[src/hw/rtl/tcw_pkg.sv]
// Package for the text console writer: screen geometry, command codes and the
// structs passed between the sequencer, the cell RAM and the result queue.
// No dependencies.
package tcw_pkg;

  localparam int COLS       = 80;
  localparam int ROWS       = 25;
  localparam int CELL_COUNT = COLS * ROWS;
  localparam int ADDR_W     = $clog2(CELL_COUNT);

  // Field widths fixed by the port definition
  localparam int MODE_W = 3;
  localparam int CHAR_W = 8;
  localparam int CLR_W  = 4;
  localparam int POS_W  = 8;
  localparam int COL_W  = 7;
  localparam int ROW_W  = 5;
  localparam int CELL_W = 16;

  localparam logic [CHAR_W-1:0] BLANK_CHAR = 8'h20;

  localparam logic [MODE_W-1:0] MODE_PUT_CHAR   = 3'd0;
  localparam logic [MODE_W-1:0] MODE_NEWLINE    = 3'd1;
  localparam logic [MODE_W-1:0] MODE_BACKSPACE  = 3'd2;
  localparam logic [MODE_W-1:0] MODE_CLEAR      = 3'd3;
  localparam logic [MODE_W-1:0] MODE_READ       = 3'd4;
  localparam logic [MODE_W-1:0] MODE_PLOT       = 3'd5;

  typedef enum logic [1:0] {
    ST_INIT,
    ST_IDLE,
    ST_MODIFY,
    ST_SWEEP
  } seq_state_t;

  typedef struct packed {
    logic [MODE_W-1:0] mode;
    logic [CHAR_W-1:0] character;
    logic [CLR_W-1:0]  fg_color;
    logic              keep_fg;
    logic [CLR_W-1:0]  bg_color;
    logic              keep_bg;
    logic [POS_W-1:0]  col;
    logic [POS_W-1:0]  row;
  } cmd_t;

  typedef struct packed {
    logic [COL_W-1:0]  cursor_col_out;
    logic [ROW_W-1:0]  cursor_row_out;
    logic [CELL_W-1:0] cell_word;
    logic              scrolled;
  } res_t;

  typedef struct packed {
    logic              we;
    logic [ADDR_W-1:0] waddr;
    logic [CELL_W-1:0] wdata;
    logic              re;
    logic [ADDR_W-1:0] raddr;
  } ram_req_t;

endpackage

[src/hw/rtl/tcw_res_if.sv]
// Result channel of the text console writer: valid/ready plus one result word.
// Depends on tcw_pkg.
interface tcw_res_if;
  logic                       valid;
  logic                       ready;
  logic [tcw_pkg::COL_W-1:0]  cursor_col_out;
  logic [tcw_pkg::ROW_W-1:0]  cursor_row_out;
  logic [tcw_pkg::CELL_W-1:0] cell_word;
  logic                       scrolled;

  modport source (
    output valid, cursor_col_out, cursor_row_out, cell_word, scrolled,
    input  ready
  );
  modport sink (
    input  valid, cursor_col_out, cursor_row_out, cell_word, scrolled,
    output ready
  );
endinterface

[src/hw/rtl/tcw_res_q.sv]
// Two-entry result queue between the sequencer and the result channel.
// Depends on tcw_pkg and tcw_res_if.
module tcw_res_q (
  input  logic          clk,
  input  logic          rst,
  input  logic          push,
  input  tcw_pkg::res_t push_res,
  output logic          full,
  tcw_res_if.source     res
);

  tcw_pkg::res_t slot [2];
  tcw_pkg::res_t head;
  logic          wr_ptr, rd_ptr;
  logic [1:0]    count;
  logic          pop;

  assign head  = slot[rd_ptr];
  assign full  = (count == 2'd2);
  assign pop   = res.valid && res.ready;

  assign res.valid          = (count != 2'd0);
  assign res.cursor_col_out = head.cursor_col_out;
  assign res.cursor_row_out = head.cursor_row_out;
  assign res.cell_word      = head.cell_word;
  assign res.scrolled       = head.scrolled;

  always_ff @(posedge clk) begin
    if (rst) begin
      wr_ptr <= 1'b0;
      rd_ptr <= 1'b0;
      count  <= 2'd0;
    end else begin
      if (push) wr_ptr <= !wr_ptr;
      if (pop)  rd_ptr <= !rd_ptr;
      if (push && !pop) count <= count + 2'd1;
      else if (pop && !push) count <= count - 2'd1;
    end
  end

  always_ff @(posedge clk) begin
    if (push) slot[wr_ptr] <= push_res;
  end

`ifndef SYNTHESIS
  a_no_overflow: assert property (@(posedge clk) disable iff (rst)
    push |-> !full)
    else $error("result queue overflow");

  a_push_lands: assert property (@(posedge clk) disable iff (rst)
    $past(!rst && push && !pop) |-> count != 2'd0)
    else $error("pushed word lost");

  a_pop_drains: assert property (@(posedge clk) disable iff (rst)
    !rst && pop && !push |=> count == $past(count) - 2'd1)
    else $error("queue count off after pop");
`endif

endmodule

[src/flat_wrapper.sv]
// flat-port wrapper written by rule: the top's interface ports become plain ports
module tcw_res_q_flat 
  (clk, rst, push, push_res, full, res_valid, res_cursor_col_out, res_cursor_row_out, res_cell_word, res_scrolled, res_ready);
  tcw_res_if res_i ();
  input  logic clk;
  input  logic rst;
  input  logic push;
  input  tcw_pkg::res_t push_res;
  output logic full;
  output wire logic [$bits(res_i.valid)-1:0] res_valid;
  output wire logic [$bits(res_i.cursor_col_out)-1:0] res_cursor_col_out;
  output wire logic [$bits(res_i.cursor_row_out)-1:0] res_cursor_row_out;
  output wire logic [$bits(res_i.cell_word)-1:0] res_cell_word;
  output wire logic [$bits(res_i.scrolled)-1:0] res_scrolled;
  input wire logic [$bits(res_i.ready)-1:0] res_ready;
  assign res_valid = res_i.valid;
  assign res_cursor_col_out = res_i.cursor_col_out;
  assign res_cursor_row_out = res_i.cursor_row_out;
  assign res_cell_word = res_i.cell_word;
  assign res_scrolled = res_i.scrolled;
  assign res_i.ready = res_ready;
  tcw_res_q u_core (.clk(clk), .rst(rst), .push(push), .push_res(push_res), .full(full), .res(res_i));
endmodule
[config.mk]
export PLATFORM = sky130hd
export DESIGN_NAME = tcw_res_q_flat
export DESIGN_NICKNAME = d
export VERILOG_FILES = /design/src/hw/rtl/tcw_pkg.sv /design/src/hw/rtl/tcw_res_if.sv /design/src/hw/rtl/tcw_res_q.sv /design/src/flat_wrapper.sv
export SDC_FILE = /design/constraint.sdc
export NUM_CORES = 1
export LEC_CHECK = 0
export BUFFER_PORTS_ARGS = -buffer_cell sky130_fd_sc_hd__buf_4
export CAP_MARGIN = 20
export CORE_MARGIN = 3
export CORE_UTILIZATION = 51
export DETAILED_ROUTE_END_ITERATION = 10
export GPL_ROUTABILITY_DRIVEN = 0
export PLACE_DENSITY_LB_ADDON = 0.2
export SLEW_MARGIN = 20
export SYNTH_ARGS = -nofsm -noshare
export SYNTH_HDL_FRONTEND = slang
export SYNTH_SLANG_ARGS = --single-unit
[constraint.sdc]
create_clock -name clk -period 2.7 [get_ports clk]
set_clock_uncertainty 0.2 [all_clocks]
set_input_delay 0.54 -clock clk [delete_from_list [all_inputs] [get_ports clk]]
set_output_delay 0.54 -clock clk [all_outputs]
set_load 0.02 [all_outputs]
## After elaboration in Yosys (flattened, before gate mapping)

Memory sizes are Yosys's and may differ from the RTL's. A register that Yosys moved wholly into a read port is not among the register bits.
Index checks and enable logic that the tools add are counted.

- Flip-flop bits (word level): 4
- RAM bits: 58
- Input port bits: 33
- Output and inout bits: 31
- Word-level logic and storage cells: 22
- Memories: 1

Memories:

| name | depth | width | read ports | clocked after Yosys merged registers in | write ports | line | RTL |
|---|---|---|---|---|---|---|---|
| u_core.slot | 2 | 29 | 1 | 1 | 1 | tcw_res_q.sv:12 | `tcw_pkg::res_t slot [2];` |

- Add/subtract/negate cells: 2
- Equal/unequal tests: 1
- Muxes and demuxes: 6
- Reduce and logical (&&, ||, !) cells: 9

Operators with widths:

| operator | count |
|---|---|
| $logic_not 1->1 | 4 |
| $mux 1 | 4 |
| $mux 2 | 2 |
| $reduce_bool 2->1 | 2 |
| $logic_and 1x1->1 | 3 |
| $add 2x1->2 const B | 1 |
| $eq 2x2->1 const B | 1 |
| $sub 2x1->2 const B | 1 |

## Longest topological paths before layout

- Depth in word-level cells: 5
- Gate-level depth with buffers: 5
- Depth with buffers taken out: 5

## Worst setup path after synthesis

Ideal clock, no wire load.

- Kind: input to register
- Start: input push
- End: memory u_core.slot[0][0] (netlist bit) (enable)
- Library setup time: 0.418 ns
- Data arrival time: 1.859 ns
- Path slack: 0.222 ns
- Stages on the path: 1
- Buffers on the path: 0
- Path through: nor2b_1

- Longest elaborated chain between the ends: 2

RTL lines:

| element | line | RTL |
|---|---|---|
| start: declaration | flat_wrapper.sv:7 | `input logic push;` |
| $mux 1 | tcw_res_q.sv:42 | `if (push) slot[wr_ptr] <= push_res;` |
| $mux 1 (implied by the code) | tcw_res_q.sv:42 |  |
| end: declaration | tcw_res_q.sv:12 |  |

Every way passes these cells.

==> summary.txt <==
Outcome
  • Run status: finished clean

Synthesis
  • Register area share after synthesis: 0.800
  • Main synth FF type: edfxtp_1
  • Synth Area in Simple Gates: 0.0212
  • Synth Register Bits: 63
  • Top-count cell post-synth: edfxtp_1
  • Yosys top cell by area: edfxtp_1
  • Syn avg cell area: 20.5 um2
  • Mapped Area: 2300 um2
  • Post-Synth Adder-Cell Area: 0.00544
  • Area contributors post-synth: edfxtp_1 (76%), mux2_2 (14%), dfxtp_1 (4.4%)
  • Post-synth EDFFs: 58
  • Post-synthesis compound-gate area fraction: 0.00653
  • Largest family of logic cells by synthesized area: multiplexers
  • Synth cell types: 16
  • Net count of the mapped netlist: 146
  • Synth top area share: 0.757
  • Async SR Flop Fraction: 0
  • Post-Synthesis Cells: 112
  • Post-synth top cells: edfxtp_1 (58), mux2_2 (29), dfxtp_1 (5)
  • Warning count from the yosys run: 0
  • Synth Area in XOR/XNOR: 0.0152
  • Multiplexer area fraction after synthesis: 0.142

Detailed routing
  • Met1 WL: 1.62 mm
  • DR iter-0 viols: 83
  • DR pass1 iterations: 4
  • Avg Vias per Cell: 5.02
  • Met2 wire len: 2.07 mm
  • Top Layer Used: met4
  • Remaining DRCs: 0
  • Via Count: 1226
  • Drt wl/cell: about 17 um
  • Routed WL: between 4 and 5 mm
  • Remaining antenna violation count after routing: 0
  • WL met3: 264 um

Power and ir drop
  • Share of power burned in registers: 0.437
  • Cell Pwr Density: 906 nW/um2
  • P_sw: 0.789 mW
  • Sw frac: 0.286
  • Internal power: slightly below 2 mW
  • VDD IR max: 0.000575 V
  • Leakage power total: 1.17 nW
  • Clock share of power: 0.275
  • Comb power frac: 0.287

Die
  • Rows: 23
  • Die Area: 5350 um2
  • Core area: between 4000 and 5000 um2
  • Die Span X: 73.2 um
  • # IOs: 64
  • DIE HEIGHT: 73.2 um
  • Starting density of the core: 0.551

Timing
  • Fmax: 415 MHz
  • Final worst-path cycle share: 0.892
  • Setup_tns: 0 ns
  • Fin. Hold Viols: 0
  • Final setup viols: 0
  • RSZ-0062 raised after global routing: no
  • Worst-Margin Slew: 0.390 ns
  • Max-slew violations: 0
  • Slew headroom: 0.738
  • Min Clock Period, post-route: 2.41 ns

Flow run
  • Total of max-cap violations: 0

Clock tree
  • CTS max path bufs: 2
  • Postcts setup bufs: 0
  • CTS Sinks: 63
  • Total CTS buffers: 9
  • Hold buffer count at CTS: 0
  • Htree depth: 3
  • CTS clk-pin slew, worst paths: 0.07 ns
  • Clk_lat worst skew: 0.32 ns
  • Post-CTS Resized: 0
  • CTS tree: done
  • Root Driver: clkbuf_8

Cells and area
  • Cell area after layout: 3050 um2
  • Final cell count without fillers: 244
  • Share of cells above drive strength 1: 0.598
  • Nets: 223
  • ANT cells: 0
  • Area Growth Syn to Fin: 32.6%
  • Fillers: 264

Place
  • DP Wirelength: approximately 2.8 mm
  • Dpl cell area: 2860 um2
  • IO Port Bufs: 63
  • Placed Instances: 228

Worst setup path
  • Crit-path max FO: 12
  • Req. time, crit path: 1.96 ns
  • Crit path kind: flip-flop to output port
  • Worst path arrival time: approximately 1.7 ns
  • CP endpoint kind: output port
  • Worst setup SP type: flip-flop

GRT
  • First-pass GRT wire length: ~6.1 mm
  • Largest net degree at the start of global routing: 16
  • Vias in the first global route: 1254
  • Global Route Usage Sum: 0.161
  • Initial antenna violation count: 0
  • GR Overflow Total: 0

Min path
  • Worst min path class: input port to flip-flop
## layout by cell type (no fill, tap or decap)
cell type / Yosys / layout
buf_4: 0 / 69
edfxtp_1: 58 / 58
mux2_2: 29 / 29
clkbuf_8: 0 / 9
dfxtp_1: 5 / 5
nor2_1: 4 / 4
xor2_1: 3 / 3
clkinv_2: 0 / 3
o21ai_0: 2 / 2
clkinvlp_4: 0 / 2
or2_2: 1 / 1
and2b_2: 1 / 1
and2_1: 1 / 1
nor2b_2: 0 / 1
xnor2_1: 1 / 1
or3_1: 1 / 1
a21oi_1: 1 / 1
ha_1: 1 / 1
clkinv_1: 0 / 1
bufinv_16: 0 / 1
## power groups by stage
stage	clock network [mW]	registers, mW	logic, mW
after floorplan	0	1.20	0.519
after global placement	0	1.22	0.787
after detailed placement	0	1.23	0.801
after CTS	0.777	1.21	0.807
after global routing	0.818	1.22	0.848
final	0.760	1.21	0.794
## flip-flops by register name, summed over array words and instances (netlist names), named ones only
name and cells:
u_core.slot 58, u_core.count 2, u_core.wr_ptr 1, u_core.rd_ptr 1
## cells by family after synthesis
family / Yosys count
simple gates: 9
mux: 29
buf+inv: 3
flops: 63
fa+ha+maj: 1
xor+xnor: 4
compound gates: 3
## metal layers
metal  vias up  GRT usage
met5         -          0
met4         0     0.0861
met3         8     0.0496
met2        42      0.266
met1       593      0.187
li1        583          -
## area by class of cell
cell class | instances | area (um2) | share of cell area
Multi-Input combinational cell | 46 | 440 | 0.144
Clock buffer | 9 | 124 | 0.0406
Timing Repair Buffer | 69 | 518 | 0.170
Tap cell | 50 | 62.6 | 0.0205
Sequential cell | 63 | 1840 | 0.604
Clock inverter | 7 | 63.8 | 0.0209
## metrics by stage
step | setup slack (ns) | hold slack [ns] | power (mW) | util
floorplan | 0.222 | 0.266 | 1.72 | -
global placement | 0.647 | 0.278 | 2.01 | 0.686
detailed placement | 0.616 | 0.302 | 2.03 | 0.686
CTS | 0.255 | 0.177 | 2.79 | 0.731
global route | 0.184 | 0.172 | 2.88 | 0.731
finish | 0.292 | 0.188 | 2.76 | 0.731
## worst max-delay path, cell delays in order, from the launching register on
cell and delay (ns):
dfxtp_1 0.56, buf_4 0.28, mux2_2 0.35, buf_4 0.16
## final timing paths
kind / from / endpoint / slack (ns) / depth (start not counted)
worst max-delay path: flip-flop / res_cell_word[0] / 0.29 / 3
worst min-delay path: push_res[8] / u_core.slot[1][8] / 0.19 / 1
worst max register to register: u_core.count[0] / u_core.count[1] / 0.91 / 4
worst min register to register: u_core.count[1] / u_core.count[1] / 0.30 / 2
Power figures use the tool's default switching activity.
