## config.mk

```make
export PLATFORM = sky130hd
export DESIGN_NAME = tcw_seq_flat
export DESIGN_NICKNAME = d
export VERILOG_FILES = /design/src/hw/rtl/tcw_pkg.sv /design/src/hw/rtl/tcw_cmd_if.sv /design/src/hw/rtl/tcw_seq.sv /design/src/flat_wrapper.sv
export SDC_FILE = /design/constraint.sdc
export NUM_CORES = 1
export LEC_CHECK = 0
export ABC_AREA = 1
export BUFFER_PORTS_ARGS = -buffer_cell sky130_fd_sc_hd__buf_2
export CORE_UTILIZATION = 39
export CTS_BUF_LIST = sky130_fd_sc_hd__clkbuf_2
export DETAILED_ROUTE_END_ITERATION = 8
export SYNTH_ARGS = -nofsm -noshare
export SYNTH_HDL_FRONTEND = slang
export SYNTH_SLANG_ARGS = --single-unit
```

## constraint.sdc

```tcl
create_clock -name clk -period 9.3 [get_ports clk]
set_clock_uncertainty 0.15 [all_clocks]
set_input_delay 0.93 -clock clk [delete_from_list [all_inputs] [get_ports clk]]
set_output_delay 0.93 -clock clk [all_outputs]
set_load 0.005 [all_outputs]
```

## src/hw/rtl/tcw_pkg.sv

```systemverilog
// Package for the text console writer: screen geometry, command codes and the
// structs passed between the sequencer, the cell RAM and the result queue.
// No dependencies.
package tcw_pkg;

  localparam int COLS       = 80;
  localparam int ROWS       = 25;
  localparam int CELL_COUNT = COLS * ROWS;
  localparam int ADDR_W     = $clog2(CELL_COUNT);

  // Field widths fixed by the port definition
  localparam int MODE_W = 3;
  localparam int CHAR_W = 8;
  localparam int CLR_W  = 4;
  localparam int POS_W  = 8;
  localparam int COL_W  = 7;
  localparam int ROW_W  = 5;
  localparam int CELL_W = 16;

  localparam logic [CHAR_W-1:0] BLANK_CHAR = 8'h20;

  localparam logic [MODE_W-1:0] MODE_PUT_CHAR   = 3'd0;
  localparam logic [MODE_W-1:0] MODE_NEWLINE    = 3'd1;
  localparam logic [MODE_W-1:0] MODE_BACKSPACE  = 3'd2;
  localparam logic [MODE_W-1:0] MODE_CLEAR      = 3'd3;
  localparam logic [MODE_W-1:0] MODE_READ       = 3'd4;
  localparam logic [MODE_W-1:0] MODE_PLOT       = 3'd5;

  typedef enum logic [1:0] {
    ST_INIT,
    ST_IDLE,
    ST_MODIFY,
    ST_SWEEP
  } seq_state_t;

  typedef struct packed {
    logic [MODE_W-1:0] mode;
    logic [CHAR_W-1:0] character;
    logic [CLR_W-1:0]  fg_color;
    logic              keep_fg;
    logic [CLR_W-1:0]  bg_color;
    logic              keep_bg;
    logic [POS_W-1:0]  col;
    logic [POS_W-1:0]  row;
  } cmd_t;

  typedef struct packed {
    logic [COL_W-1:0]  cursor_col_out;
    logic [ROW_W-1:0]  cursor_row_out;
    logic [CELL_W-1:0] cell_word;
    logic              scrolled;
  } res_t;

  typedef struct packed {
    logic              we;
    logic [ADDR_W-1:0] waddr;
    logic [CELL_W-1:0] wdata;
    logic              re;
    logic [ADDR_W-1:0] raddr;
  } ram_req_t;

endpackage

```

## src/hw/rtl/tcw_cmd_if.sv

```systemverilog
// Command channel of the text console writer: valid/ready plus one command word.
// Depends on tcw_pkg.
interface tcw_cmd_if;
  logic                              valid;
  logic                              ready;
  logic [tcw_pkg::MODE_W-1:0]        mode;
  logic [tcw_pkg::CHAR_W-1:0]        character;
  logic [tcw_pkg::CLR_W-1:0]         fg_color;
  logic                              keep_fg;
  logic [tcw_pkg::CLR_W-1:0]         bg_color;
  logic                              keep_bg;
  logic [tcw_pkg::POS_W-1:0]         col;
  logic [tcw_pkg::POS_W-1:0]         row;

  modport source (
    output valid, mode, character, fg_color, keep_fg, bg_color, keep_bg, col, row,
    input  ready
  );
  modport sink (
    input  valid, mode, character, fg_color, keep_fg, bg_color, keep_bg, col, row,
    output ready
  );
endinterface

```

## src/hw/rtl/tcw_seq.sv

```systemverilog
// Command sequencer: cursor, cell read-modify-write, scroll and clear sweeps,
// and the clearing pass after reset. Depends on tcw_pkg and tcw_cmd_if.
module tcw_seq (
  input  logic                       clk,
  input  logic                       rst,
  tcw_cmd_if.sink                    cmd,
  input  logic                       q_full,
  output logic                       fin,
  output tcw_pkg::res_t              fin_res,
  output tcw_pkg::ram_req_t          ram_req,
  input  logic [tcw_pkg::CELL_W-1:0] rdata
);

  localparam logic [tcw_pkg::ADDR_W-1:0] LAST_CELL   = tcw_pkg::ADDR_W'(tcw_pkg::CELL_COUNT - 1);
  localparam logic [tcw_pkg::ADDR_W-1:0] BOTTOM_BASE =
    tcw_pkg::ADDR_W'(tcw_pkg::CELL_COUNT - tcw_pkg::COLS);
  localparam logic [tcw_pkg::ADDR_W-1:0] ROW_STRIDE  = tcw_pkg::ADDR_W'(tcw_pkg::COLS);
  localparam logic [tcw_pkg::COL_W-1:0]  LAST_COL    = tcw_pkg::COL_W'(tcw_pkg::COLS - 1);
  localparam logic [tcw_pkg::ROW_W-1:0]  LAST_ROW    = tcw_pkg::ROW_W'(tcw_pkg::ROWS - 1);

  tcw_pkg::seq_state_t state, state_next;
  tcw_pkg::cmd_t       in_cmd, cmd_r;

  logic [tcw_pkg::COL_W-1:0]  cur_col, col_next, bs_col, pos_col, sel_col;
  logic [tcw_pkg::ROW_W-1:0]  cur_row, row_next, bs_row, pos_row, sel_row;
  logic [tcw_pkg::ADDR_W-1:0] acc_addr, addr_r, rd_cnt, wr_addr, sweep_src;
  logic [tcw_pkg::CELL_W-1:0] mod_data, sweep_data;
  logic                       accept, at_home, brk, last_row, scroll_go, sweep_done;
  logic                       scr, wr_cell, rd_on, wr_on, is_clear;

  assign in_cmd = '{mode: cmd.mode, character: cmd.character, fg_color: cmd.fg_color,
                    keep_fg: cmd.keep_fg, bg_color: cmd.bg_color, keep_bg: cmd.keep_bg,
                    col: cmd.col, row: cmd.row};

  assign cmd.ready = (state == tcw_pkg::ST_IDLE) && !q_full;
  assign accept    = cmd.valid && cmd.ready;

  // Position for plot/read, clamped to the last column and row
  assign pos_col = (cmd.col >= tcw_pkg::POS_W'(tcw_pkg::COLS)) ? LAST_COL
                                                               : cmd.col[tcw_pkg::COL_W-1:0];
  assign pos_row = (cmd.row >= tcw_pkg::POS_W'(tcw_pkg::ROWS)) ? LAST_ROW
                                                               : cmd.row[tcw_pkg::ROW_W-1:0];

  assign at_home = (cur_col == '0) && (cur_row == '0);
  assign bs_col  = (cur_col == '0) ? LAST_COL : cur_col - 1'b1;
  assign bs_row  = (cur_col == '0) ? cur_row - 1'b1 : cur_row;

  always_comb begin
    unique case (cmd.mode) inside
      tcw_pkg::MODE_BACKSPACE: begin
        sel_col = bs_col;
        sel_row = bs_row;
      end
      tcw_pkg::MODE_READ, tcw_pkg::MODE_PLOT: begin
        sel_col = pos_col;
        sel_row = pos_row;
      end
      default: begin
        sel_col = cur_col;
        sel_row = cur_row;
      end
    endcase
  end

  assign acc_addr = tcw_pkg::ADDR_W'(sel_col) + tcw_pkg::ADDR_W'(sel_row) * ROW_STRIDE;

  // Cell modify for put_char/plot/backspace
  assign mod_data = (cmd_r.mode == tcw_pkg::MODE_BACKSPACE)
                  ? {rdata[15:8], tcw_pkg::BLANK_CHAR}
                  : {cmd_r.keep_bg ? rdata[15:12] : cmd_r.bg_color,
                     cmd_r.keep_fg ? rdata[11:8]  : cmd_r.fg_color,
                     cmd_r.character};

  assign brk      = (cmd_r.mode == tcw_pkg::MODE_NEWLINE) ||
                    ((cmd_r.mode == tcw_pkg::MODE_PUT_CHAR) && (cur_col == LAST_COL));
  assign last_row = (cur_row == LAST_ROW);

  // Sweep: read the source for rd_cnt, write destination rd_cnt in the following cycle
  assign is_clear  = (cmd_r.mode == tcw_pkg::MODE_CLEAR);
  assign sweep_src = (!is_clear && rd_cnt < BOTTOM_BASE) ? rd_cnt + ROW_STRIDE : rd_cnt;
  always_comb begin
    if (is_clear) begin
      sweep_data = {cmd_r.keep_bg ? rdata[15:12] : cmd_r.bg_color, rdata[11:8],
                    tcw_pkg::BLANK_CHAR};
    end else if (wr_addr >= BOTTOM_BASE) begin
      sweep_data = {rdata[15:8], tcw_pkg::BLANK_CHAR};
    end else begin
      sweep_data = rdata;
    end
  end
  assign sweep_done = wr_on && !rd_on;

  // Next state
  always_comb begin
    state_next = state;
    unique case (state)
      tcw_pkg::ST_INIT: begin
        if (rd_cnt == LAST_CELL) state_next = tcw_pkg::ST_IDLE;
      end
      tcw_pkg::ST_IDLE: begin
        if (accept) begin
          state_next = (cmd.mode == tcw_pkg::MODE_CLEAR) ? tcw_pkg::ST_SWEEP
                                                         : tcw_pkg::ST_MODIFY;
        end
      end
      tcw_pkg::ST_MODIFY: begin
        state_next = scroll_go ? tcw_pkg::ST_SWEEP : tcw_pkg::ST_IDLE;
      end
      tcw_pkg::ST_SWEEP: begin
        if (sweep_done) state_next = tcw_pkg::ST_IDLE;
      end
      default: state_next = tcw_pkg::ST_IDLE;
    endcase
  end

  // Outputs: RAM port, cursor update, finish
  always_comb begin
    ram_req   = '0;
    fin       = 1'b0;
    scroll_go = 1'b0;
    col_next  = cur_col;
    row_next  = cur_row;
    unique case (state)
      tcw_pkg::ST_INIT: begin
        ram_req.we    = 1'b1;
        ram_req.waddr = rd_cnt;
        ram_req.wdata = '0;
      end
      tcw_pkg::ST_IDLE: begin
        ram_req.re    = accept;
        ram_req.raddr = acc_addr;
      end
      tcw_pkg::ST_MODIFY: begin
        ram_req.we    = wr_cell;
        ram_req.waddr = addr_r;
        ram_req.wdata = mod_data;
        if (brk) begin
          col_next = '0;
          if (!last_row) row_next = cur_row + 1'b1;
        end else if (cmd_r.mode == tcw_pkg::MODE_PUT_CHAR) begin
          col_next = cur_col + 1'b1;
        end
        scroll_go = brk && last_row;
        fin       = !scroll_go;
      end
      tcw_pkg::ST_SWEEP: begin
        ram_req.re    = rd_on;
        ram_req.raddr = sweep_src;
        ram_req.we    = wr_on;
        ram_req.waddr = wr_addr;
        ram_req.wdata = sweep_data;
        fin           = sweep_done;
      end
      default: ;
    endcase
    fin_res.cursor_col_out = col_next;
    fin_res.cursor_row_out = row_next;
    fin_res.cell_word      = (state == tcw_pkg::ST_MODIFY && cmd_r.mode == tcw_pkg::MODE_READ)
                           ? rdata : '0;
    fin_res.scrolled       = scr;
  end

  always_ff @(posedge clk) begin
    if (rst) begin
      state   <= tcw_pkg::ST_INIT;
      rd_cnt  <= '0;
      rd_on   <= 1'b0;
      wr_on   <= 1'b0;
      cur_col <= '0;
      cur_row <= '0;
      scr     <= 1'b0;
      wr_cell <= 1'b0;
    end else begin
      state <= state_next;
      if (state == tcw_pkg::ST_INIT) rd_cnt <= rd_cnt + 1'b1;
      if (accept) begin
        scr    <= 1'b0;
        rd_cnt <= '0;
        rd_on  <= (cmd.mode == tcw_pkg::MODE_CLEAR);
        wr_on  <= 1'b0;
        unique case (cmd.mode) inside
          tcw_pkg::MODE_PUT_CHAR, tcw_pkg::MODE_PLOT: wr_cell <= 1'b1;
          tcw_pkg::MODE_BACKSPACE:                    wr_cell <= !at_home;
          default:                                    wr_cell <= 1'b0;
        endcase
        if (cmd.mode == tcw_pkg::MODE_BACKSPACE && !at_home) begin
          cur_col <= bs_col;
          cur_row <= bs_row;
        end
      end
      if (state == tcw_pkg::ST_MODIFY) begin
        cur_col <= col_next;
        cur_row <= row_next;
        if (scroll_go) begin
          scr    <= 1'b1;
          rd_cnt <= '0;
          rd_on  <= 1'b1;
          wr_on  <= 1'b0;
        end
      end
      if (state == tcw_pkg::ST_SWEEP) begin
        wr_on <= rd_on;
        if (rd_on) begin
          rd_cnt <= rd_cnt + 1'b1;
          rd_on  <= (rd_cnt != LAST_CELL);
        end
      end
    end
  end

  always_ff @(posedge clk) begin
    if (accept) begin
      cmd_r  <= in_cmd;
      addr_r <= acc_addr;
    end
    if (state == tcw_pkg::ST_SWEEP && rd_on) wr_addr <= rd_cnt;
  end

`ifndef SYNTHESIS
  a_no_write_idle: assert property (@(posedge clk) disable iff (rst)
    state == tcw_pkg::ST_IDLE |-> !ram_req.we)
    else $error("cell written while idle");

  a_fin_has_room: assert property (@(posedge clk) disable iff (rst)
    fin |-> !q_full)
    else $error("result finished with queue full");

  a_cursor_range: assert property (@(posedge clk) disable iff (rst)
    cur_col <= LAST_COL && cur_row <= LAST_ROW)
    else $error("cursor off screen");

  a_port_collision: assert property (@(posedge clk) disable iff (rst)
    ram_req.we && ram_req.re |-> ram_req.waddr != ram_req.raddr)
    else $error("sweep read and write hit same cell");

  a_init_full: assert property (@(posedge clk) disable iff (rst)
    state == tcw_pkg::ST_INIT && state_next == tcw_pkg::ST_IDLE |-> rd_cnt == LAST_CELL)
    else $error("clearing pass left early");
`endif

endmodule

```

## src/flat_wrapper.sv

```systemverilog
// flat-port wrapper written by rule: the top's interface ports become plain ports
module tcw_seq_flat 
  (clk, rst, q_full, fin, fin_res, ram_req, rdata, cmd_valid, cmd_mode, cmd_character, cmd_fg_color, cmd_keep_fg, cmd_bg_color, cmd_keep_bg, cmd_col, cmd_row, cmd_ready);
  tcw_cmd_if cmd_i ();
  input  logic clk;
  input  logic rst;
  input  logic q_full;
  output logic fin;
  output tcw_pkg::res_t fin_res;
  output tcw_pkg::ram_req_t ram_req;
  input  logic [tcw_pkg::CELL_W-1:0] rdata;
  input wire logic [$bits(cmd_i.valid)-1:0] cmd_valid;
  input wire logic [$bits(cmd_i.mode)-1:0] cmd_mode;
  input wire logic [$bits(cmd_i.character)-1:0] cmd_character;
  input wire logic [$bits(cmd_i.fg_color)-1:0] cmd_fg_color;
  input wire logic [$bits(cmd_i.keep_fg)-1:0] cmd_keep_fg;
  input wire logic [$bits(cmd_i.bg_color)-1:0] cmd_bg_color;
  input wire logic [$bits(cmd_i.keep_bg)-1:0] cmd_keep_bg;
  input wire logic [$bits(cmd_i.col)-1:0] cmd_col;
  input wire logic [$bits(cmd_i.row)-1:0] cmd_row;
  output wire logic [$bits(cmd_i.ready)-1:0] cmd_ready;
  assign cmd_i.valid = cmd_valid;
  assign cmd_i.mode = cmd_mode;
  assign cmd_i.character = cmd_character;
  assign cmd_i.fg_color = cmd_fg_color;
  assign cmd_i.keep_fg = cmd_keep_fg;
  assign cmd_i.bg_color = cmd_bg_color;
  assign cmd_i.keep_bg = cmd_keep_bg;
  assign cmd_i.col = cmd_col;
  assign cmd_i.row = cmd_row;
  assign cmd_ready = cmd_i.ready;
  tcw_seq u_core (.clk(clk), .rst(rst), .cmd(cmd_i), .q_full(q_full), .fin(fin), .fin_res(fin_res), .ram_req(ram_req), .rdata(rdata));
endmodule
```

-- Yosys cells after proc, flatten, opt, wreduce, memory -nomap -nowiden
Index checks and enable logic that the tools add are counted.
- add/sub/neg operators: 7
- multiply operators: 1
- order comparisons: 4
- equal/unequal tests: 18
- multiplexer cells: 54
- reduce and logical (&&, ||, !) cells: 27
- operators by type and width (kind ; count):
    case mux 28 bit (3 select lines) ; 1
    2-to-1 mux 11 bit ; 7
    2-to-1 mux 7 bit ; 8
    2-to-1 mux 16 bit ; 3
    2-to-1 mux 5 bit ; 8
    case mux 12 bit (2 select lines) ; 1
    2-to-1 mux 1 bit ; 14
    case mux 7 bit (2 select lines) ; 1
    == test 3 x 2 -> 1 bit (second input constant) ; 4
    adder 11 x 1 -> 11 bit (second input constant) ; 1
    adder 11 x 7 -> 11 bit (second input constant) ; 1
    adder 7 x 11 -> 11 bit ; 1
    == test 11 bit (second input constant) ; 1
    >= comparator 11 bit (second input constant) ; 1
    less-than comparator 11 bit (second input constant) ; 1
    != test 11 bit (second input constant) ; 1
    logical AND 1 bit ; 10
    case mux 5 bit (2 select lines) ; 1
    == test 3 bit (second input constant) ; 3
    >= comparator 8 x 5 -> 1 bit (second input constant) ; 1
    >= comparator 8 x 7 -> 1 bit (second input constant) ; 1
    2-to-1 mux 2 bit ; 4
    2-to-1 mux 4 bit ; 2
    2-to-1 mux 8 bit ; 1
    23 further kinds ; 34
- bits in registers: 72
- output and inout port bits: 71
- logic and storage cells: 127

-- Depth between registers and ports, before layout
Gate-level depths: netlist (run 1).
- word-level depth: 9
- gate-level depth with buffers: 21
- depth with buffers taken out: 21

-- Worst setup path before layout (run 1)
OpenSTA, ideal clock, no wires.
- path type: input -> output
- start point: input cmd_mode[0]
- end point: output ram_req[9] (netlist bit)
- data arrival time: 3068 ps
- data required time: 8220 ps
- setup slack: 5152 ps
- stages on the path: 12
- cells stage by stage: nand3b_4 -> nand2_4 -> clkbuf_1 -> o221ai_1 -> ha_1 -> fa_1 -> nand2_1 -> inv_1 -> o21ai_0 -> nand3_1 -> nand3_1 -> nand2_1
- RTL lines (element ; RTL line ; RTL):
    start, declared ; flat_wrapper.sv:13 ; input wire logic [$bits(cmd_i.mode)-1:0] cmd_mode;
    end, declared ; flat_wrapper.sv:10 ; output tcw_pkg::ram_req_t ram_req;

==> flow_summary.ini, run 1 <==
[yosys]
number_of_instances_in_the_synthesized_netlist = 692
synth-xor-area-share_pct = 3.59
synthesis.area_per_instance_sq_um = 7.41
synth.top_cell.area_share_pct = 25.2
synth-seq-area-share_pct = 36.5
yosys.area.top_type = sky130_fd_sc_hd__edfxtp_1
synth_seq_cells = 72
synth.yosys.warnings = 0
dominant_combinational_cell_family_by_area_after_synthesis = simple AND/OR/NAND/NOR gates
netlist-cell-type-count = 52
share_of_synthesized_area_spent_on_multiplexers_pct = 0
synth-adder-area-share_pct = 5.52
synth_simple_gate_area_share_pct = 29.3
synth.net_count = 771
synth_area_sq_um = 5130
cell_types_occupying_the_most_area_after_synthesis = sky130_fd_sc_hd__edfxtp_1 (25%), sky130_fd_sc_hd__dfxtp_1 (11%), sky130_fd_sc_hd__nand2_1 (11%)
synth_compound_area_share_pct = 15.2

[worst_setup_path]
crit_top_cell = sky130_fd_sc_hd__ha_1
timing.critical_path.cells = clkinv_1 > ha_1 > nand2_4 > nor2_4 > nand2_4 > inv_2 > nand2_1 > xor2_1 > o221ai_1 > ha_1 > ha_1 > fa_1 > xnor2_1 > inv_1 > nand4_1 > nand3_1 > nand3_1 > nand2_1 > buf_2
critPathMaxStageDelay_ns = 0.45
worstSetupPathType = reg -> out
timing.critical_path.buf_inv = 4
setup.worst_path.start_class = register
critical_path_required_ns = 8.22
critical_path.reg2reg.startpoint = u_core.cur_col[0]
arrival_ns = 4.20
endpoint_kind = primary output
slowest_stage = sky130_fd_sc_hd__dfxtp_1
timing.reg2reg.setup_slack_ns = 5.41
ff2ff_path_depth = 17
critical-path-top-delay-family = adder cells
rr_endpoint = u_core.addr_r[10]
cp_max_fo = 9

[grt]
grt_pass1_vias = 4883
pin_count_of_the_biggest_net_entering_global_routing = 36
track_usage_pct = 23.6
globalRouteOverflowTotal = 0
grt_antenna_before_repair = 0
grt_pass1_wl_mm = 24.2

[detailed_routing]
length_of_the_first_detailed_routing_pass_in_iterations = 5
detail_route.vias_per_cell = 5.19
wl_mm = 15.5
initialDrtViolationCount = 292
routed_wire_length_per_instance_um = 15.6
route.detailed.drc = 0
topRoutingLayerUsed = met4
detailroute.wirelength.met3_um = 757
amount_of_wire_on_met2_after_detailed_routing_mm = 7.43
num_vias = 5144
route.antenna.remaining_nets = 0
met1_wirelength_mm = 6.86

[hold_path]
worstHoldEndpoint = u_core.scr
startpoint_of_the_lowest_slack_hold_path = u_core.scr
min_path_cells = 2
hp-class = reg -> reg

[cells_and_area]
layout.cells.most_common_list = sky130_fd_sc_hd__nand2_1 (145), sky130_fd_sc_hd__buf_2 (127), sky130_fd_sc_hd__inv_1 (91)
fill_cells = 1357
syn2layout_area_growth_pct = 16.9
leading_cell_type_in_the_layout_fill_and_taps_excluded = sky130_fd_sc_hd__nand2_1
layout-drive-gt1-share_pct = 23.2
diodes = 0
layoutNonFillerInstCount = 992
design.final.nets = 894

[outcome]
run_status = finished, final reports clean

[placement]
place_congestion = 0.978
number_of_input_and_output_port_buffers_inserted = 127
dp.final_hpwl_mm = 11.8
inst_count_dp = 976

[cts]
clock_tree_from_tritoncts = built
cts_sinks = 72
cts_buffers = 9
clk_pin_slew_worst_paths_ns = 0.25
cts_setup_buffers = 0
postcts_resize_cnt = 0
cts_buffer_depth = 2
cts_hold_repair.buffers = 0
clk-insertion-delay-late_ns = 0.59
cts-htree-levels = 3
cts_root_buffer = sky130_fd_sc_hd__clkbuf_2

[timing]
hold_violations = 0
rsz_0062_raised_after_global_routing = no
timing.final.setup_violations = 0
tightestPinTransition_ns = 0.698
worst_slew_margin_rel_pct = 53.1
setup_tns_final_ns = 0
maxSlewViolCount = 0
fmax_ghz = 0.189
timing.final.crit_share_pct = 56.8
finalCriticalPeriod_ns = 5.28

[floorplan]
die_w_um = 117
chipHeight_um = 117
start_util_pct = 40.3
top_level_ports = 128
die-area_sq_um = 13600
placement_rows = 41
core_area_sq_um = 12700

[pwr]
power-per-cell-area_nw_per_um2 = 103
leakagePower_nw = 2.96
ir_worst_vdd_uv = 66.3

[flow_run]
timing.max_cap.violations = 0
[cells in the mapped netlist (all sizes together)]
cell type,n
nand3b,3
nand2,157
o21ai,58
a22o,1
clkinv,3
inv,105
a21o,1
a31oi,8
fa,1
a21oi,34
dfxtp,29
a211oi,3
nor2,66
xnor2,1
nor3b,1
o22a,1
a221oi,1
ha,21
xor2,20
and2,3
a32oi,4
nor3,17
o21bai,2
clkbuf,11
a22oi,2
o211ai,8
nor4,1
or2,4
buf,8
nand4,17
o31ai,3
o221ai,5
edfxtp,43
nand3,50
[kinds of logic (layout without fill, tap and decap cells)]
family                     count (synthesis)  in the layout
and+or+nand+nor                          319            319
AOI/OAI and AO/OA                        131            131
buffers and inverters                    127            255
DFF                                       72             72
adders and majority gates                 22             22
xor gates and xnor gates                  21             21
[worst min-delay path, cell delays in order, from the launching register on]
cell,delay [ns]
sky130_fd_sc_hd__dfxtp_1,0.37
sky130_fd_sc_hd__nand2_1,0.06
sky130_fd_sc_hd__a21oi_1,0.06
[metrics by stage]
step | util, % | cell area [sq um] | power (mW) | hold slack (ns) | setup WS [ns]
after floorplan | - | 5130 | 0.424 | 0.256 | 5.15
after global placement | 46.4 | 5910 | 0.464 | 0.309 | 4.89
after detailed placement | 46.4 | 5910 | 0.466 | 0.318 | 4.78
after CTS | 47.1 | 5990 | 0.621 | 0.331 | 4.07
after global routing | 47.1 | 5990 | 0.649 | 0.318 | 3.69
final | 47.1 | 5990 | 0.615 | 0.338 | 4.02
[per-layer routing]
metal / vias up / track usage, %
met1: 2397 / 29.2
met4: 0 / 10.6
met3: 34 / 4.36
met2: 150 / 40.0
met5: - / 0
li1: 2563 / -
[state kept, by name, summed over array words and instances (netlist names)]
register and count:
u_core.cmd_r 21, u_core.addr_r 11, u_core.rd_cnt 11, u_core.wr_addr 11, u_core.cur_col 7, u_core.cur_row 5, u_core.state 2, u_core.rd_on 1
u_core.scr 1, u_core.wr_cell 1, u_core.wr_on 1
[worst max-delay path by stage]
stage | from | end | slack, ns | depth (start not counted)
floorplan | cmd_mode[0] | ram_req[9] | 5.15 | 12
global placement | cmd_mode[2] | ram_req[10] | 4.89 | 16
detailed placement | u_core.cur_col[0] | ram_req[10] | 4.78 | 19
CTS | u_core.cur_col[0] | ram_req[10] | 4.07 | 19
global route | u_core.cur_col[0] | ram_req[10] | 3.69 | 20
finish | u_core.cur_col[0] | ram_req[10] | 4.02 | 19
[area by class of cell]
cell class	count	area (sq um)	area share (%)
clock buffers	9	45.0	0.752
multi-input cells	493	2750	45.9
clock inverters	7	36.3	0.606
repair buffers	131	666	11.1
well taps	172	215	3.59
inverters	108	408	6.81
flip-flops and latches	72	1870	31.2
[power by group]
part	internal, mW	leakage, nW	switching [mW]
Combinational	0.0395	2.27	0.0686
Clock	0.0329	0.0589	0.123
Sequential	0.346	0.626	0.00517
Power figures use the tool's default switching activity.
==> inputs of run 2 (changes only) <==
==> constraint.sdc (replaced) <==
create_clock -name clk -period 5.3 [get_ports clk]
set_clock_uncertainty 0.15 [all_clocks]
set_input_delay 0.53 -clock clk [delete_from_list [all_inputs] [get_ports clk]]
set_output_delay 0.53 -clock clk [all_outputs]
set_load 0.005 [all_outputs]
==> flow_summary.ini, run 2 (synthesis gave the netlist of run 1 again) <==
[grt]
globalRouteOverflowTotal = 0
pin_count_of_the_biggest_net_entering_global_routing = 36
grt_pass1_wl_mm = 23.9
track_usage_pct = 23.2
grt_pass1_vias = 4909
grt_antenna_before_repair = 0

[detailed_routing]
num_vias = 5268
route.detailed.drc = 0
detail_route.vias_per_cell = 5.21
route.antenna.remaining_nets = 0
initialDrtViolationCount = 293
length_of_the_first_detailed_routing_pass_in_iterations = 5
routed_wire_length_per_instance_um = 15.4
wl_mm = 15.6

[pwr]
ir_worst_vdd_uv = 115
power-per-cell-area_nw_per_um2 = 184
leakagePower_nw = 3.05
finalPower_mw = 1.14

[worst_setup_path]
timing.reg2reg.setup_slack_ns = 1.45
endpoint_kind = primary output
critPathMaxStageDelay_ns = 0.61
worstSetupPathDepth = 19
critical_path.reg2reg.startpoint = u_core.cur_col[0]
critical_path_required_ns = 4.62
slowest_stage = sky130_fd_sc_hd__fa_1
timing.critical_path.buf_inv = 4
critical_path.startpoint = u_core.cur_col[0]
timing.critical_path.cells = clkinv_1 > ha_1 > nand2_4 > nor2_4 > nand2_4 > inv_2 > nand2_1 > xor2_1 > o221ai_1 > ha_1 > ha_1 > fa_1 > nand2_1 > inv_1 > o21ai_0 > nand3_1 > nand3_1 > nand2_1 > buf_2
setup.worst_path.start_class = register
cp_max_fo = 9
worstSetupEndpoint = ram_req[9]
critical-path-top-delay-family = adder cells
rr_endpoint = u_core.addr_r[10]
arrival_ns = 4.17
ff2ff_path_depth = 17
worstSetupPathType = reg -> out

[floorplan]
start_util_pct = 40.3
chipHeight_um = 117
placement_rows = 41
core_area_sq_um = 12700
die-area_sq_um = 13600
top_level_ports = 128
die_w_um = 117

[cts]
cts_root_buffer = sky130_fd_sc_hd__clkbuf_2
cts-htree-levels = 3
cts_sinks = 72
clock_tree_from_tritoncts = built
cts_buffers = 9
clk-insertion-delay-late_ns = 0.59
clk_pin_slew_worst_paths_ns = 0.24
cts_buffer_depth = 2
cts_setup_buffers = 0

[timing]
worst_slack_ns = 0.453
setup_tns_final_ns = 0
fmax_ghz = 0.206
finalCriticalPeriod_ns = 4.85
maxSlewViolCount = 0
hold_violations = 0
timing.final.crit_share_pct = 91.4
tightestPinTransition_ns = 0.679
rsz_0062_raised_after_global_routing = no
worst_slew_margin_rel_pct = 54.4
timing.final.setup_violations = 0

[placement]
place_congestion = 0.977
number_of_input_and_output_port_buffers_inserted = 127
place_ws_ns = 1.18
placed_area_sq_um = 5920
dp.final_hpwl_mm = 11.6

[flow_run]
timing.max_cap.violations = 0

[cells_and_area]
layout.cells.most_common_list = sky130_fd_sc_hd__nand2_1 (145), sky130_fd_sc_hd__buf_2 (127), sky130_fd_sc_hd__inv_1 (91)
core_utilization_of_the_finished_layout_pct = 48.8
diodes = 0
register_area_sq_um = 1870
leading_cell_type_in_the_layout_fill_and_taps_excluded = sky130_fd_sc_hd__nand2_1
syn2layout_area_growth_pct = 21.2
max_flop_register = u_core.cmd_r
final_cell_area_sq_um = 6210
fill_cells = 1362
layout-drive-gt1-share_pct = 23.1
area_occupied_by_multi_input_gates_sq_um = 2750
design.final.nets = 914
largest_register_ffs = 21

[hold_path]
hp-class = in -> reg

[outcome]
run_status = finished, final reports clean
[run 2: final cells by class]
cell class                 count  share of cell area (%)
inverter                     108                    6.56
tap                          172                    3.46
timing repair buffer         151                    13.9
clock inverter                 7                    1.01
sequential                    72                    30.1
multi-input combinational    493                    44.2
clock buffer                   9                   0.725
[run 2: what timing repair did]
action	in CTS	in global routing
gates resized for setup	0	0
endpoints found under the setup margin	0	0
endpoints found under the hold margin	23	0
hold buffers	19	0
[run 2: how the worst min path moves through the flow]
stage / start / to / slack [ns] / depth (start not counted)
finish: cmd_mode[0] / u_core.cmd_r[34] / 0.10 / 1
global placement: u_core.rd_cnt[10] / u_core.wr_addr[10] / 0.31 / 0
detailed placement: u_core.rd_cnt[10] / u_core.wr_addr[10] / 0.30 / 0
floorplan: u_core.rd_cnt[7] / u_core.wr_addr[7] / 0.26 / 0
CTS: cmd_mode[0] / u_core.cmd_r[34] / 0.05 / 1
global route: cmd_mode[0] / u_core.cmd_r[34] / 0.05 / 1
[run 2: report_power, final]
part           switching, mW  total (mW)  internal (mW)
Sequential           0.00907       0.617          0.608
Clock                  0.218       0.323          0.106
Combinational          0.124       0.203         0.0783
Total                  0.351        1.14          0.792
[run 2: worst register-to-register path, cell delays in order (launching register included)]
cell and delay (ns):
sky130_fd_sc_hd__dfxtp_1 0.47, sky130_fd_sc_hd__clkinv_1 0.24, sky130_fd_sc_hd__ha_1 0.33, sky130_fd_sc_hd__nand2_4 0.11, sky130_fd_sc_hd__nor2_4 0.05, sky130_fd_sc_hd__nand2_4 0.15
sky130_fd_sc_hd__inv_2 0.09, sky130_fd_sc_hd__nand2_1 0.09, sky130_fd_sc_hd__xor2_1 0.20, sky130_fd_sc_hd__o221ai_1 0.18, sky130_fd_sc_hd__ha_1 0.25, sky130_fd_sc_hd__ha_1 0.21
sky130_fd_sc_hd__fa_1 0.38, sky130_fd_sc_hd__xnor2_1 0.21, sky130_fd_sc_hd__inv_1 0.11, sky130_fd_sc_hd__nand4_1 0.13, sky130_fd_sc_hd__nand3_1 0.10, sky130_fd_sc_hd__and2_1 0.18
[run 2: metrics by stage]
step | cells | hold slack [ns]
final | 1012 | 0.103
after global routing | 1012 | 0.0471
after CTS | 1012 | 0.0515
after detailed placement | 977 | 0.302
after global placement | 977 | 0.308
after floorplan | 692 | 0.256
[run 2: metal layers]
metal / vias up / global-route usage [%] / share of wire [%]
met4: 0 / 9.45 / 2.4
met1: 2464 / 29.0 / 45
met3: 33 / 4.15 / 4.8
met5: - / 0 / 0
li1: 2601 / - / -
met2: 170 / 39.4 / 48
==> inputs of run 3 (changes only) <==
--- a/config.mk
+++ b/config.mk
@@ -10,6 +10,7 @@
 export CORE_UTILIZATION = 39
 export CTS_BUF_LIST = sky130_fd_sc_hd__clkbuf_2
 export DETAILED_ROUTE_END_ITERATION = 8
+export GPL_TIMING_DRIVEN = 0
 export SYNTH_ARGS = -nofsm -noshare
 export SYNTH_HDL_FRONTEND = slang
 export SYNTH_SLANG_ARGS = --single-unit
==> flow_summary.ini, run 3 (synthesis gave the netlist of run 1 again) <==
[outcome]
run_status = finished, final reports clean

[cells_and_area]
design.final.nets = 929
syn2layout_area_growth_pct = 22.9
largest_register_ffs = 21
layout.cells.most_common_list = sky130_fd_sc_hd__nand2_1 (145), sky130_fd_sc_hd__buf_2 (127), sky130_fd_sc_hd__inv_1 (90)
layout-drive-gt1-share_pct = 22.9
diodes = 0
leading_cell_type_in_the_layout_fill_and_taps_excluded = sky130_fd_sc_hd__nand2_1
max_flop_register = u_core.cmd_r

[cts]
clock_tree_from_tritoncts = built
clk_pin_slew_worst_paths_ns = 0.23
cts-htree-levels = 3
cts_setup_buffers = 0
cts_buffer_depth = 2
cts_buffers = 9
cts_root_buffer = sky130_fd_sc_hd__clkbuf_2
clk-insertion-delay-late_ns = 0.58
cts_sinks = 72

[timing]
setup_tns_final_ns = 0
finalCriticalPeriod_ns = 4.87
timing.final.setup_violations = 0
rsz_0062_raised_after_global_routing = no
timing.final.crit_share_pct = 91.9
maxSlewViolCount = 0
hold_violations = 0
fin_worst_hold_slack_ns = 0.108
tightestPinTransition_ns = 0.726
worst_slew_margin_rel_pct = 51.6
fmax_ghz = 0.205

[grt]
pin_count_of_the_biggest_net_entering_global_routing = 36
grt_antenna_before_repair = 0
grt_pass1_vias = 4878
track_usage_pct = 24.6
globalRouteOverflowTotal = 0
grt_pass1_wl_mm = 25.0

[worst_setup_path]
ff2ff_path_depth = 17
critical_path_required_ns = 4.62
cp_max_fo = 9
worstSetupEndpoint = ram_req[9]
critical_path.startpoint = u_core.cur_col[0]
endpoint_kind = primary output
timing.reg2reg.setup_slack_ns = 1.44
rr_endpoint = u_core.addr_r[10]
arrival_ns = 4.19
worstSetupPathType = reg -> out
critical_path.reg2reg.startpoint = u_core.cur_col[0]
setup.worst_path.start_class = register

[flow_run]
timing.max_cap.violations = 0

[floorplan]
core_area_sq_um = 12700
chipHeight_um = 117
start_util_pct = 40.3
placement_rows = 41
die_w_um = 117
die-area_sq_um = 13600
top_level_ports = 128

[detailed_routing]
route.antenna.remaining_nets = 0
wl_mm = 16.0
detail_route.vias_per_cell = 5.13
route.detailed.drc = 0
length_of_the_first_detailed_routing_pass_in_iterations = 5
num_vias = 5268
routed_wire_length_per_instance_um = 15.6
initialDrtViolationCount = 323

[pwr]
leakagePower_nw = 3.07
ir_worst_vdd_uv = 107
power-per-cell-area_nw_per_um2 = 182

[placement]
place_congestion = 0.962
number_of_input_and_output_port_buffers_inserted = 127
dp.final_hpwl_mm = 12.2

[hold_path]
hp-class = in -> reg
-- run 3: timing repair --
item | CTS | global route
hold buffers | 19 | 0
setup endpoints to repair | 0 | 1
endpoints found under the hold margin | 21 | 0
resized for setup | 0 | 1
-- run 3: cell type report --
cell class	instances	area (sq um)
fill	1356	6420
sequential	72	1870
buffer	19	97.6
timing repair buffer	147	846
clock inverter	6	58.8
tap	172	215
inverter	108	412
multi-input combinational	493	2750
clock buffer	10	50.0
-- run 3: where the power goes --
group          switching (mW)  total [mW]  leakage (nW)  internal [mW]
Combinational           0.126       0.207          2.37         0.0808
Sequential            0.00926       0.617         0.622          0.608
Clock                   0.213       0.322        0.0763          0.110
-- run 3: worst max-delay path, cell delays in order, from the launching register on --
cell and delay, ns:
sky130_fd_sc_hd__dfxtp_1 0.50, sky130_fd_sc_hd__clkinvlp_4 0.22, sky130_fd_sc_hd__ha_1 0.30, sky130_fd_sc_hd__nand2_4 0.12, sky130_fd_sc_hd__nor2_4 0.05, sky130_fd_sc_hd__nand2_4 0.14, sky130_fd_sc_hd__inv_2 0.09, sky130_fd_sc_hd__nand2_1 0.08
sky130_fd_sc_hd__xor2_1 0.19, sky130_fd_sc_hd__o221ai_1 0.18, sky130_fd_sc_hd__ha_1 0.26, sky130_fd_sc_hd__ha_1 0.21, sky130_fd_sc_hd__fa_1 0.61, sky130_fd_sc_hd__nand2_1 0.08, sky130_fd_sc_hd__inv_1 0.07, sky130_fd_sc_hd__o21ai_0 0.09
sky130_fd_sc_hd__nand3_1 0.12, sky130_fd_sc_hd__nand3_1 0.08, sky130_fd_sc_hd__nand2_1 0.08, sky130_fd_sc_hd__buf_2 0.13
-- run 3: routing by layer --
layer  GRT usage, %  part of all wire [%]
met5              0                     0
met4           11.0                   2.3
met3           4.41                   4.8
met2           39.7                    48
met1           32.2                    45
-- run 3: worst min path at each step --
stage                           startpoint                 to  slack, ns  cells past startpoint
final                          cmd_mode[0]   u_core.cmd_r[34]       0.11                      1
after global routing           cmd_mode[0]   u_core.cmd_r[34]       0.04                      1
after CTS                      cmd_mode[0]   u_core.cmd_r[34]       0.05                      1
after detailed placement  u_core.rd_cnt[7]  u_core.wr_addr[7]       0.27                      0
after global placement    u_core.rd_cnt[7]  u_core.wr_addr[7]       0.27                      0
after floorplan           u_core.rd_cnt[7]  u_core.wr_addr[7]       0.26                      0
-- run 3: metrics by stage --
step | cell area [sq um] | power, mW | setup slack (ns) | cells | utilization, %
final | 6300 | 1.15 | 0.429 | 1027 | 49.5
after global routing | 6300 | 1.21 | 0.0232 | 1027 | 49.5
after CTS | 6280 | 1.16 | 0.413 | 1026 | 49.3
after detailed placement | 5980 | 0.823 | 1.14 | 991 | 47.0
after global placement | 5980 | 0.817 | 1.16 | 991 | 47.0
after floorplan | 5130 | 0.744 | 1.71 | 692 | -
